$ cat config.mk
export PLATFORM = sky130hd
export DESIGN_NAME = bti_fifo
export DESIGN_NICKNAME = d
export VERILOG_FILES = /design/src/design/bti_fifo.sv
export SDC_FILE = /design/constraint.sdc
export NUM_CORES = 1
export LEC_CHECK = 0
export ABC_AREA = 1
export BUFFER_PORTS_ARGS = -buffer_cell sky130_fd_sc_hd__clkbuf_2
export CORE_UTILIZATION = 25
export DETAILED_ROUTE_END_ITERATION = 12
export GPL_ROUTABILITY_DRIVEN = 0
export GPL_TIMING_DRIVEN = 0
export PLACE_DENSITY = 0.49
export SETUP_SLACK_MARGIN = 0.3
export SLEW_MARGIN = 20
export SYNTH_ARGS = -nofsm -noshare
export SYNTH_HDL_FRONTEND = slang
export SYNTH_SLANG_ARGS = --single-unit
$ cat constraint.sdc
create_clock -name aclk -period 2.9 [get_ports aclk]
set_input_delay 0.29 -clock aclk [delete_from_list [all_inputs] [get_ports aclk]]
set_output_delay 0.29 -clock aclk [all_outputs]
set_load 0.1 [all_outputs]
$ cat src/design/bti_fifo.sv
module bti_fifo #(
    parameter int WIDTH = 8
) (
    input  logic             aclk,
    input  logic             aresetn,
    input  logic             push,
    input  logic [WIDTH-1:0] push_data,
    output logic             full,
    input  logic             pop,
    output logic             valid,
    output logic [WIDTH-1:0] pop_data
);

    logic [WIDTH-1:0] mem_reg [2];
    logic             wr_ptr_reg;
    logic             rd_ptr_reg;
    logic [1:0]       cnt_reg;

    assign full     = (cnt_reg == 2'd2);
    assign valid    = (cnt_reg != 2'd0);
    assign pop_data = mem_reg[rd_ptr_reg];

    // two-entry queue between classification and execution
    always_ff @(posedge aclk) begin
        if (!aresetn) begin
            wr_ptr_reg <= 1'b0;
            rd_ptr_reg <= 1'b0;
            cnt_reg    <= 2'd0;
        end else begin
            if (push) begin
                mem_reg[wr_ptr_reg] <= push_data;
                wr_ptr_reg          <= ~wr_ptr_reg;
            end
            if (pop) begin
                rd_ptr_reg <= ~rd_ptr_reg;
            end
            cnt_reg <= cnt_reg + {1'b0, push} - {1'b0, pop};
        end
    end

endmodule

# Word-level counts from Yosys, hierarchy flattened
# Memory sizes are Yosys's and may differ from the RTL's. A register that Yosys moved wholly into a read port is not among the register bits.
# Index checks and enable logic that the tools add are counted.
[totals]
register_bits = 4
ram_bits = 16
out_inout_bits = 10
wordCells = 15
n_memories = 1
[op_classes]
addsub = 2
eq_ne = 1
muxes = 5
n_bitwise = 2
reduce_logical = 1
[memory_table]
columns = ["memory", "words", "width", "read_ports", "rd_ports_with_merged_regs", "wr", "line", "text"]
rows = [
  ["mem_reg", 2, 8, 1, 1, 1, "14", "logic [WIDTH-1:0] mem_reg [2];"],
]
[op_table]
columns = ["operator", "count"]
rows = [
  ["$mux 1", 5],
  ["$add 2x1->2", 1],
  ["$eq 2x2->1 const B", 1],
  ["$not 1->1", 2],
  ["$reduce_bool 2->1", 1],
  ["$sub 2x1->2", 1],
]

# Depth between registers and ports, before layout
[depth]
depth_word = 3
mapped_depth = 9
depth_no_buf = 9

# Least setup slack after synthesis
# Ideal clock, no wire load.
[synth_path]
path_kind = "reg2out"
from = "reg cnt_reg[1]"
to = "out full"
arrival_ns = 1.616
path_slack_ns = 0.994
path_stages_with_launch = 3
path_buffers = 0
cell_sequence = "dfxtp_1 > inv_1 > nor2_1"
[synth_via]
elab_chain_len = 1
[synth_lines]
columns = ["item", "line", "text"]
rows = [
  ["from (decl)", "17", "logic [1:0] cnt_reg;"],
  ["from (signal assigned)", "37", "cnt_reg <= cnt_reg + {1'b0, push} - {1'b0, pop};"],
  ["$eq 2x2->1", "19", "assign full = (cnt_reg == 2'd2);"],
  ["to (decl)", "8", "output logic full,"],
]
# No other way between the ends.

==> metrics.md <==
| Metric | Value |
|---|---|
| RSZ-0062 raised after global routing | `false` |
| Clock latency on the worst-skew pair | `0.30 ns` |
| Post-cts hold buffer count | `0` |
| Die width | `approximately 60 µm` |
| Antenna cells | `0` |
| Flops & latches, synth | `21` |
| Max-cap violations | `0` |
| Sequential share of power | `0.512` |
| Mean routed wirelength per cell | `9.59 µm` |
| Die H | `between 50 and 60 µm` |
| Post-synth top area cell | `edfxtp_1` |
| Post-Route WL | `1210 µm` |
| Fmax | `~570 MHz` |
| Avg Cell Area, Syn | `14.8 µm²` |
| I/O pin count | `22` |
| PwrDens | `652 nW/µm²` |
| Max-Slew Margin vs Limit | `0.506` |
| Buf+Inv Stages, Crit Path | `2` |
| Tot GR Track Use | `0.0765` |
| Worst Path Arrival | `about 1.5 ns` |
| Share of layout cells above drive strength 1 | `0.427` |
| Gate Count Post-Synth | `57` |
| Setup Viol. Count Final | `0` |
| Drt drc | `0` |
| Layout Utilization | `0.330` |
| Int Pwr | `approximately 440 µW` |
| CTS resizes | `0` |
| CTS Buf Count | `3` |
| Ys async rst share | `0` |
| Starting density of the core | `0.269` |
| Max-slew violations | `0` |
| Sequential cell area fraction in the yosys report | `0.690` |
| FF-to-FF path depth | `3` |
| Worst EP required | `between 2 and 3 ns` |
| Reg-to-Reg End | `mem_reg[0][6]$_DFFE_PP_` |
| Min-Delay Path Class | `input pin to flop` |
| Slowest Stage Delay on Critical Path | `0.37 ns` |
| Pleak | `0.448 nW` |
| Syn_nets | `71` |
| Vias per cell | `3.74` |
| Number of synthesized flops with an enable pin | `16` |
| Least-Margin Pin Slew | `0.738 ns` |
| Post-synth top flop | `edfxtp_1` |
| Fin crit period | `1.76 ns` |
| Worst-path clk slew | `roughly 0.11 ns` |
| CP endpoint | `pop_data[1]` |
| Maximum VDD drop | `0.259 mV` |
| Number of global-route vias before repair | `around 470` |
| Psw | `238 µW` |
| Reg-to-reg slack, setup | `1.50 ns` |
| Sink Count | `21` |
| Worst reg2reg startpoint | `wr_ptr_reg$_SDFFE_PN0P_` |
| Synth top area cells | `edfxtp_1, mux2_4, dfxtp_1, inv_1, nand2_1` |
| Post-DP HPWL | `around 900 µm` |
| Top-count cell post-synth | `edfxtp_1` |
| Vias post-DR | `~470` |
| Clock network power share | `0.199` |
| Initial drt markers | `9` |
| Crit. path cell count | `3` |
| Clock H-tree levels | `1` |
| Nets | `97` |
| Share of the synthesized area in the top cell type | `0.571` |
| Sw Share | `0.352` |
| Area of the core | `~3100 µm²` |
| IO Port Bufs | `21` |
| Crit. End Element | `output port` |
| Final hold violations | `0` |
| Crit Path Max Fanout | `8` |
| Drt first pass iters | `4` |
| Clock root buffer | `clkbuf_4` |
| Outcome | `complete, no violations` |
| Pin count of the biggest net entering global routing | `13` |
| Final clock period utilization by the worst path | `0.607` |
| Post-route antenna net violation count | `0` |
| Warnings, synthesis | `0` |
| Comb power frac | `0.289` |
| Critical-path top delay cell | `clkbuf_2` |
| Setup_tns | `0 ns` |
| Row count | `20` |
| Unique masters post-synth | `12` |
| Post-synthesis cell area | `around 840 µm²` |
| Crit start category | `flop` |
| Initial antenna violation count | `0` |
| Grt total ovfl | `0` |
| Total Die Area | `about 3600 µm²` |
| Layout area overhead | `22.9%` |
| Post-CTS Setup Inserts | `0` |
| First-pass GRT wire length | `1990 µm` |
| Critical path's top delay family | `buffers and inverters` |
| Max Root-Sink Buffers | `2` |
| Critical-path cell list | `buf_6 -> mux2_4 -> clkbuf_2` |
| CTS tree | `yes` |
| Clock Skews | `approximately 0.003 ns` |
| Most frequent cells after synthesis | `edfxtp_1, inv_1, mux2_4` |
| Setup CP Type | `flop to output port` |
| Largest register FFs | `16` |
-- layout make-up --
class,count,area (µm²)
fillers,319,2090
flip-flops and latches,21,581
multi-input cells,27,224
repair buffers,21,105
well taps,44,55.1
inverters,8,30.0
clock buffers,3,22.5
plain buffers,1,11.3
clock inverters,1,5.00
-- layout by cell type, fill, tap and decap left out --
master    instances
clkinv_2          1
edfxtp_1         16
clkbuf_2         21
nor3_2            1
buf_6             1
nor2_1            5
clkbuf_4          3
ha_1              2
dfxtp_1           5
a21oi_1           2
inv_1             8
nand3_1           1
nand2_1           7
mux2_4            8
xnor2_1           1
-- how the worst min path moves through the flow --
| stage | startpoint | endpoint | cells past startpoint |
|---|---|---|---|
| floorplan | aresetn | cnt_reg[0]$_SDFF_PN0_ | 2 |
| global placement | wr_ptr_reg$_SDFFE_PN0P_ | wr_ptr_reg$_SDFFE_PN0P_ | 2 |
| detailed placement | wr_ptr_reg$_SDFFE_PN0P_ | wr_ptr_reg$_SDFFE_PN0P_ | 2 |
| CTS | push_data[7] | mem_reg[1][7]$_DFFE_PP_ | 1 |
| global route | push_data[4] | mem_reg[0][4]$_DFFE_PP_ | 1 |
| finish | push_data[4] | mem_reg[0][4]$_DFFE_PP_ | 1 |
-- metrics by stage --
step	hold WS, ns	area, µm²	power [mW]	instances	setup WS (ns)
global route	0.161	1030	0.707	126	1.07
floorplan	0.383	841	0.518	57	0.994
global placement	0.449	1000	0.545	122	1.06
detailed placement	0.465	1010	0.549	122	1.40
finish	0.176	1030	0.674	126	1.14
CTS	0.159	1030	0.686	126	1.12
-- kinds of logic (layout without fill, tap and decap cells) --
kind of cell / count (synthesis) / after routing / synth area share
xor+xnor: 1 / 1 / 0.0104
fa+ha+maj: 2 / 2 / 0.0298
mux: 8 / 8 / 0.143
compound gates: 2 / 2 / 0.0119
flops: 21 / 21 / 0.690
simple gates: 14 / 14 / 0.0655
buf+inv: 9 / 34 / 0.0491
-- metal layers --
layer  up-vias  GRT usage  wire length [µm]
met1       208     0.0880               524
met3         0     0.0390               103
met5         -          0                 0
met2        20      0.130               580
met4         0    0.00997                 0
li1        243          -                 -
-- worst reg2reg max path, stage by stage (launching register included) --
cell and delay, ns:
dfxtp_1 0.33, inv_1 0.08, nand2_1 0.07, nor2_1 0.57
-- power by group through the flow --
| stage | Sequential, mW | Combinational [mW] | Clock (mW) |
|---|---|---|---|
| after floorplan | 0.351 | 0.166 | 0 |
| after global placement | 0.352 | 0.194 | 0 |
| after global routing | 0.347 | 0.209 | 0.151 |
| final | 0.345 | 0.195 | 0.134 |
| after CTS | 0.345 | 0.197 | 0.144 |
| after detailed placement | 0.352 | 0.197 | 0 |
Note: power is estimated with default switching activity, not from simulation.
