`src/design/bti_pkg.sv`:
```
package bti_pkg;

    // parameter defaults
    localparam int DEF_FRAC_BITS   = 16;
    localparam int DEF_COORD_WIDTH = 32;

    // port field widths
    localparam int FIELD_W = 32;
    localparam int OP_W    = 3;

    // input op codes
    localparam logic [2:0] OP_CORNER0 = 3'd0;
    localparam logic [2:0] OP_CORNER2 = 3'd2;
    localparam logic [2:0] OP_TEX0    = 3'd3;
    localparam logic [2:0] OP_TEX2    = 3'd5;
    localparam logic [2:0] OP_QUERY   = 3'd6;

    // item kinds after classification
    localparam logic [1:0] KIND_CORNER = 2'd0;
    localparam logic [1:0] KIND_TEX    = 2'd1;
    localparam logic [1:0] KIND_QUERY  = 2'd2;

    typedef struct packed {
        logic [1:0] kind;
        logic [1:0] idx;
    } bti_cls_t;

    // operand sources of the shared multiplier
    localparam logic [4:0] SRC_B1X = 5'd0;
    localparam logic [4:0] SRC_B1Y = 5'd1;
    localparam logic [4:0] SRC_B1Z = 5'd2;
    localparam logic [4:0] SRC_B2X = 5'd3;
    localparam logic [4:0] SRC_B2Y = 5'd4;
    localparam logic [4:0] SRC_B2Z = 5'd5;
    localparam logic [4:0] SRC_VX  = 5'd6;
    localparam logic [4:0] SRC_VY  = 5'd7;
    localparam logic [4:0] SRC_VZ  = 5'd8;
    localparam logic [4:0] SRC_D12 = 5'd9;
    localparam logic [4:0] SRC_L1  = 5'd10;
    localparam logic [4:0] SRC_L2  = 5'd11;
    localparam logic [4:0] SRC_DV1 = 5'd12;
    localparam logic [4:0] SRC_DV2 = 5'd13;
    localparam logic [4:0] SRC_U1  = 5'd14;
    localparam logic [4:0] SRC_U2  = 5'd15;
    localparam logic [4:0] SRC_W0  = 5'd16;
    localparam logic [4:0] SRC_T0X = 5'd17;
    localparam logic [4:0] SRC_T0Y = 5'd18;
    localparam logic [4:0] SRC_T0Z = 5'd19;
    localparam logic [4:0] SRC_T1X = 5'd20;
    localparam logic [4:0] SRC_T1Y = 5'd21;
    localparam logic [4:0] SRC_T1Z = 5'd22;
    localparam logic [4:0] SRC_T2X = 5'd23;
    localparam logic [4:0] SRC_T2Y = 5'd24;
    localparam logic [4:0] SRC_T2Z = 5'd25;

    // destinations of a finished sum of products
    localparam logic [3:0] DST_D12 = 4'd0;
    localparam logic [3:0] DST_L1  = 4'd1;
    localparam logic [3:0] DST_L2  = 4'd2;
    localparam logic [3:0] DST_DV1 = 4'd3;
    localparam logic [3:0] DST_DV2 = 4'd4;
    localparam logic [3:0] DST_NUM = 4'd5;
    localparam logic [3:0] DST_DEN = 4'd6;
    localparam logic [3:0] DST_TMP = 4'd7;
    localparam logic [3:0] DST_T0  = 4'd8;
    localparam logic [3:0] DST_T1  = 4'd9;
    localparam logic [3:0] DST_T2  = 4'd10;

    // program landmarks
    localparam logic [4:0] STEP_DEN_LAST  = 5'd18;
    localparam logic [4:0] STEP_U2D12     = 5'd19;
    localparam logic [4:0] STEP_TEX_FIRST = 5'd20;
    localparam logic [4:0] STEP_LAST      = 5'd28;

    typedef struct packed {
        logic [4:0] src_a;
        logic [4:0] src_b;
        logic       first;
        logic       neg;
        logic       last;
        logic [3:0] dest;
    } bti_uop_t;

    function automatic bti_uop_t bti_uop(input logic [4:0] a, input logic [4:0] b,
                                         input logic f, input logic n, input logic l,
                                         input logic [3:0] d);
        bti_uop_t u;
        u.src_a = a;
        u.src_b = b;
        u.first = f;
        u.neg   = n;
        u.last  = l;
        u.dest  = d;
        return u;
    endfunction

    // multiply-accumulate program of one query
    function automatic bti_uop_t bti_prog(input logic [4:0] step);
        bti_uop_t u;
        case (step)
            5'd0:  u = bti_uop(SRC_B1X, SRC_B2X, 1'b1, 1'b0, 1'b0, DST_D12);
            5'd1:  u = bti_uop(SRC_B1Y, SRC_B2Y, 1'b0, 1'b0, 1'b0, DST_D12);
            5'd2:  u = bti_uop(SRC_B1Z, SRC_B2Z, 1'b0, 1'b0, 1'b1, DST_D12);
            5'd3:  u = bti_uop(SRC_B1X, SRC_B1X, 1'b1, 1'b0, 1'b0, DST_L1);
            5'd4:  u = bti_uop(SRC_B1Y, SRC_B1Y, 1'b0, 1'b0, 1'b0, DST_L1);
            5'd5:  u = bti_uop(SRC_B1Z, SRC_B1Z, 1'b0, 1'b0, 1'b1, DST_L1);
            5'd6:  u = bti_uop(SRC_B2X, SRC_B2X, 1'b1, 1'b0, 1'b0, DST_L2);
            5'd7:  u = bti_uop(SRC_B2Y, SRC_B2Y, 1'b0, 1'b0, 1'b0, DST_L2);
            5'd8:  u = bti_uop(SRC_B2Z, SRC_B2Z, 1'b0, 1'b0, 1'b1, DST_L2);
            5'd9:  u = bti_uop(SRC_VX,  SRC_B1X, 1'b1, 1'b0, 1'b0, DST_DV1);
            5'd10: u = bti_uop(SRC_VY,  SRC_B1Y, 1'b0, 1'b0, 1'b0, DST_DV1);
            5'd11: u = bti_uop(SRC_VZ,  SRC_B1Z, 1'b0, 1'b0, 1'b1, DST_DV1);
            5'd12: u = bti_uop(SRC_VX,  SRC_B2X, 1'b1, 1'b0, 1'b0, DST_DV2);
            5'd13: u = bti_uop(SRC_VY,  SRC_B2Y, 1'b0, 1'b0, 1'b0, DST_DV2);
            5'd14: u = bti_uop(SRC_VZ,  SRC_B2Z, 1'b0, 1'b0, 1'b1, DST_DV2);
            5'd15: u = bti_uop(SRC_DV1, SRC_D12, 1'b1, 1'b0, 1'b0, DST_NUM);
            5'd16: u = bti_uop(SRC_DV2, SRC_L1,  1'b0, 1'b1, 1'b1, DST_NUM);
            5'd17: u = bti_uop(SRC_D12, SRC_D12, 1'b1, 1'b0, 1'b0, DST_DEN);
            5'd18: u = bti_uop(SRC_L1,  SRC_L2,  1'b0, 1'b1, 1'b1, DST_DEN);
            5'd19: u = bti_uop(SRC_U2,  SRC_D12, 1'b1, 1'b0, 1'b1, DST_TMP);
            5'd20: u = bti_uop(SRC_W0,  SRC_T0X, 1'b1, 1'b0, 1'b0, DST_T0);
            5'd21: u = bti_uop(SRC_U1,  SRC_T1X, 1'b0, 1'b0, 1'b0, DST_T0);
            5'd22: u = bti_uop(SRC_U2,  SRC_T2X, 1'b0, 1'b0, 1'b1, DST_T0);
            5'd23: u = bti_uop(SRC_W0,  SRC_T0Y, 1'b1, 1'b0, 1'b0, DST_T1);
            5'd24: u = bti_uop(SRC_U1,  SRC_T1Y, 1'b0, 1'b0, 1'b0, DST_T1);
            5'd25: u = bti_uop(SRC_U2,  SRC_T2Y, 1'b0, 1'b0, 1'b1, DST_T1);
            5'd26: u = bti_uop(SRC_W0,  SRC_T0Z, 1'b1, 1'b0, 1'b0, DST_T2);
            5'd27: u = bti_uop(SRC_U1,  SRC_T1Z, 1'b0, 1'b0, 1'b0, DST_T2);
            5'd28: u = bti_uop(SRC_U2,  SRC_T2Z, 1'b0, 1'b0, 1'b1, DST_T2);
            default: u = bti_uop(SRC_U2, SRC_T2Z, 1'b1, 1'b0, 1'b1, DST_TMP);
        endcase
        return u;
    endfunction

endpackage

```
`src/design/bti_front.sv`:
```
module bti_front #(
    parameter int COORD_WIDTH = bti_pkg::DEF_COORD_WIDTH
) (
    input  logic                     s_tvalid,
    output logic                     s_tready,
    input  logic [3*32-1:0]          s_tdata,
    input  logic [2:0]               s_tuser,
    input  logic                     q_full,
    output logic                     q_push,
    output bti_pkg::bti_cls_t        q_cls,
    output logic [3*COORD_WIDTH-1:0] q_payload
);

    localparam int W  = COORD_WIDTH;
    localparam int EW = W + 32;
    localparam logic signed [EW-1:0] C_MAX = {{33{1'b0}}, {(W-1){1'b1}}};
    localparam logic signed [EW-1:0] C_MIN = {{33{1'b1}}, {(W-1){1'b0}}};

    logic keep;

    // bring a 32-bit field into the internal range
    function automatic logic [W-1:0] sat_in(input logic signed [31:0] x);
        logic signed [EW-1:0] e;
        e = EW'(x);
        if (e > C_MAX) begin
            e = C_MAX;
        end else if (e < C_MIN) begin
            e = C_MIN;
        end
        return e[W-1:0];
    endfunction

    // classify op: corner load, texcoord load, query, or dropped
    always_comb begin
        keep        = 1'b1;
        q_cls.kind  = bti_pkg::KIND_QUERY;
        q_cls.idx   = 2'd0;
        if (s_tuser inside {[bti_pkg::OP_CORNER0:bti_pkg::OP_CORNER2]}) begin
            q_cls.kind = bti_pkg::KIND_CORNER;
            q_cls.idx  = s_tuser[1:0];
        end else if (s_tuser inside {[bti_pkg::OP_TEX0:bti_pkg::OP_TEX2]}) begin
            q_cls.kind = bti_pkg::KIND_TEX;
            q_cls.idx  = 2'(s_tuser - bti_pkg::OP_TEX0);
        end else if (s_tuser != bti_pkg::OP_QUERY) begin
            keep = 1'b0;
        end
    end

    assign s_tready  = !q_full;
    assign q_push    = s_tvalid && !q_full && keep;
    assign q_payload = {sat_in(s_tdata[95:64]), sat_in(s_tdata[63:32]), sat_in(s_tdata[31:0])};

endmodule

```
`config.mk`:
```
export PLATFORM = sky130hd
export DESIGN_NAME = bti_front
export DESIGN_NICKNAME = d
export VERILOG_FILES = /design/src/design/bti_pkg.sv /design/src/design/bti_front.sv
export SDC_FILE = /design/constraint.sdc
export NUM_CORES = 1
export LEC_CHECK = 0
export BUFFER_PORTS_ARGS = -buffer_cell sky130_fd_sc_hd__buf_2
export CELL_PAD_IN_SITES_DETAIL_PLACEMENT = 0
export CELL_PAD_IN_SITES_GLOBAL_PLACEMENT = 1
export CORE_MARGIN = 2
export CORE_UTILIZATION = 10
export DETAILED_ROUTE_END_ITERATION = 8
export PLACE_DENSITY_LB_ADDON = 0.2
export SYNTH_ARGS = -nofsm -noshare
export SYNTH_HDL_FRONTEND = slang
export SYNTH_SLANG_ARGS = --single-unit
```
`constraint.sdc`:
```
create_clock -name vclk -period 1.3
set_input_delay 0 -clock vclk [all_inputs]
set_output_delay 0 -clock vclk [all_outputs]
set_load 0.05 [all_outputs]
```
[Word-level counts from Yosys, hierarchy flattened]
Cells that the tools add are included.
Widths: inputs -> output; s select.
Word-level totals
  flip-flop bits (word level): 0
  bits in latches: 0
  bits in writable memories: 0
  ROM bits: 0
  bits of input ports: 101
  output and inout port bits: 102
  logic and storage cells: 28
  memories: 0
Operators by class
  add/sub/neg operators: 1
  multiply operators: 0
  divide/modulo/power cells: 0
  order comparisons: 10
  equality and inequality tests: 1
  shift operators: 0
  mux-type cells: 11
  bitwise operators: 0
  reduce and logical (&&, ||, !) cells: 5
Operators with widths (number)
  $mux 32: 6
  $gt 32x32->1 const B: 3
  $lt 32x32->1 const B: 3
  $mux 4: 2
  $logic_and 1x1->1: 4
  $ge 3x1->1 const B: 1
  $ge 3x2->1 const B: 1
  $le 3x2->1 const B: 1
  $le 3x3->1 const B: 1
  $mux 1: 3
  $ne 3x3->1 const B: 1
  $sub 2x2->2 const B: 1
  $logic_not 1->1: 1

[Logic depth before layout (Yosys ltp)]
  word-level depth: 5
  depth in mapped cells: 5
  mapped depth without buffers: 5

[Worst setup path after synthesis]
OpenSTA, ideal clock, no wires.
  path type: input to output
  start: input port s_tuser[0]
  end: output port q_cls[2] (netlist name)
  arrival: 1.628 ns
  data required time: 1.300 ns
  slack: -0.328 ns
  cell stages on the path: 4
  path buffers: 0
  path through: inv_1 ha_1 nand2b_1 o31ai_1
RTL lines
  start, declared: RTL line bti_front.sv:7  | input logic [2:0] s_tuser,
  end, declared: RTL line bti_front.sv:10  | output bti_pkg::bti_cls_t q_cls,

[Worst setup path in the final report]
  start: input port s_tuser[0]
  end: output port q_push
On the way
  word-level cells in the longest chain between the ends: 5
  elaborated cells on any way between the ends: 11
  classes of those cells: order compare: 4; eq/ne: 1; mux: 3; reduce/logical: 3
RTL lines
  $ge 3x2->1 (tied with other cells): RTL line bti_front.sv:41  | end else if (s_tuser inside {[bti_pkg::OP_TEX0:bti_pkg::OP_TEX2]}) begin
  $logic_and 1x1->1 / $mux 1 (equally long branches): RTL line bti_front.sv:41, bti_front.sv:44
  $mux 1: RTL line bti_front.sv:41
  $mux 1 (*): RTL line bti_front.sv:38  | if (s_tuser inside {[bti_pkg::OP_CORNER0:bti_pkg::OP_CORNER2]}) begin
  $logic_and 1x1->1 (*): RTL line bti_front.sv:50  | assign q_push = s_tvalid && !q_full && keep;
  end, declared: RTL line bti_front.sv:9  | output logic q_push,
Every way passes the cells marked *; elsewhere a longest branch is shown, timed or not.

==> impl_metrics.toml <==
[placement]
dp_hpwl_mm = 1.18
place.gp.congestion = 0.676
dpl.cell_count = 112
port_buffers = 11

[global_routing]
grt_max_degree = 10
antenna_found_initial = 0
grt.overflow.total = 0
grt_first_pass_wirelength_mm = 1.94
grt_pass1_vias = 329
grt_usage = 0.0392

[synth]
yosysMostFrequentCell = "clkbuf_1"
post_synth_inst_count = 121
yosysWarnings = 0
postSynthAreaPerCell_um2 = 4.59
syn-cell-area_um2 = 556
yosysUniqueCellTypes = 20
synth_commonest_cells = "clkbuf_1, ha_1, inv_1, nor2_1"
yosys-top-cells-area = "clkbuf_1, ha_1, nor4b_2"
synth_seq_area_share = 0
syn_nets = 225
synth_top_area_frac = 0.649
yosys.area.top_type = "clkbuf_1"

[drt]
drc = 0
vias = 305
viasPerCell = 2.72
firstDrtPassIters = 4
drt_iter0_drc = 6
wl_per_cell_um = 12.1
drt-total-wl_mm = 1.36
ant_nets = 0

[power]
vdd_drop_max_mv = 0.0800
power_density_nw_per_um2 = 402
cellLeakagePower_nw = 0.175

[sta]
period_needed_ns = 1.20
max_slew_margin = 0.791
fmax_ghz = 0.834
worst_slew_pin_slew_ns = 0.311
grt_setup_unrepaired = "no"
finalSetupViolCount = 0
setup_tns_ns = 0
hold_viol = 0
timing.hold.ws_ns = 0.0000220
drv_slew = 0
finalCritPeriodShare = 0.923

[critical_path]
critPathKind = "in -> out"
cp.arrival_ns = 1.20
startpoint_type = "input pin"
worst_ep_required_time_ns = 1.30
critPathMaxFanout = 5
cp-end-kind = "primary output"

[floorplan]
fp.coreArea_um2 = 5440
io_pins = 203
dieHeight_um = 78.5
num_rows = 27
die_x_um = 78.5
dieArea_um2 = 6170
start_util = 0.102

[cells_and_area]
layout-drive-gt1-share = 0.575
regArea_um2 = 0
fin_nets = 146
clock_buffers = 0
design.seq.count = 0
multiInputGateArea_um2 = 205
antennaDiodeCount = 0
stdcell_count = 112
fill_cells = 625
area_growth_pct = -24.3

[flow_run]
maxCapViolCount = 0

[status]
status = "completed"

[min_path]
hold_class = "in -> out"

[clocking]
postCtsHoldBufs = 0
postCtsSetupBuffers = 0
## timing repair
item	4_1_cts	5_1_grt
hold endpoints to repair	0	0
endpoints found under the setup margin	1	2
gates resized for setup	1	4
## through the flow
stage	power [mW]	area (µm²)	setup slack (ns)	utilization
after floorplan	0.766	573	0.0986	-
after global placement	0.169	403	-0.0319	0.0741
after detailed placement	0.163	403	-0.0293	0.0741
after CTS	0.166	412	0.0324	0.0757
after global routing	0.183	420	0.0000915	0.0773
final	0.169	420	0.100	0.0773
## cell families after synthesis
| family | Yosys count | share of synthesized area |
|---|---|---|
| adder cells (fa/ha/maj) | 3 | 0.0676 |
| buffers and inverters | 100 | 0.678 |
| AND/OR/NAND/NOR | 9 | 0.128 |
| AO/OA/AOI/OAI | 9 | 0.126 |
## worst max-delay path, cell delays in order
cell and delay, ns:
buf_2 0.12, buf_12 0.12, ha_1 0.20, o21bai_2 0.20, nor3b_2 0.26, nor4b_4 0.07, buf_2 0.22
## area by class of cell
type / instances / area share
timing repair buffer: 16 / 0.271
inverter: 3 / 0.0268
tap: 72 / 0.214
multi-input combinational: 21 / 0.488
## metal layers
layer	GRT usage	vias to the layer above	wire (µm)
li1	-	122	-
met1	0.0267	126	301
met2	0.0718	33	708
met3	0.0195	24	229
met4	0.0421	0	118
met5	0	-	0
## cells in the final DEF, fill, tap and decap left out, drive strengths merged, types with 2 or more instances in the layout
master / count
ha: 3
buf: 15
o21bai: 2
nor2: 3
inv: 3
## report_power, final
part	internal [mW]	switching [mW]	leakage, nW
logic	0.0638	0.105	0.175
clock network	0	0	0
registers	0	0	0
total	0.0638	0.105	0.175
## worst paths after layout
check                 slack, ns        start  depth (start not counted)             to
worst max-delay path       0.10   s_tuser[0]                          7         q_push
worst min-delay path    0.00002  s_tdata[67]                          0  q_payload[67]
(Power assumes the default switching activity.)
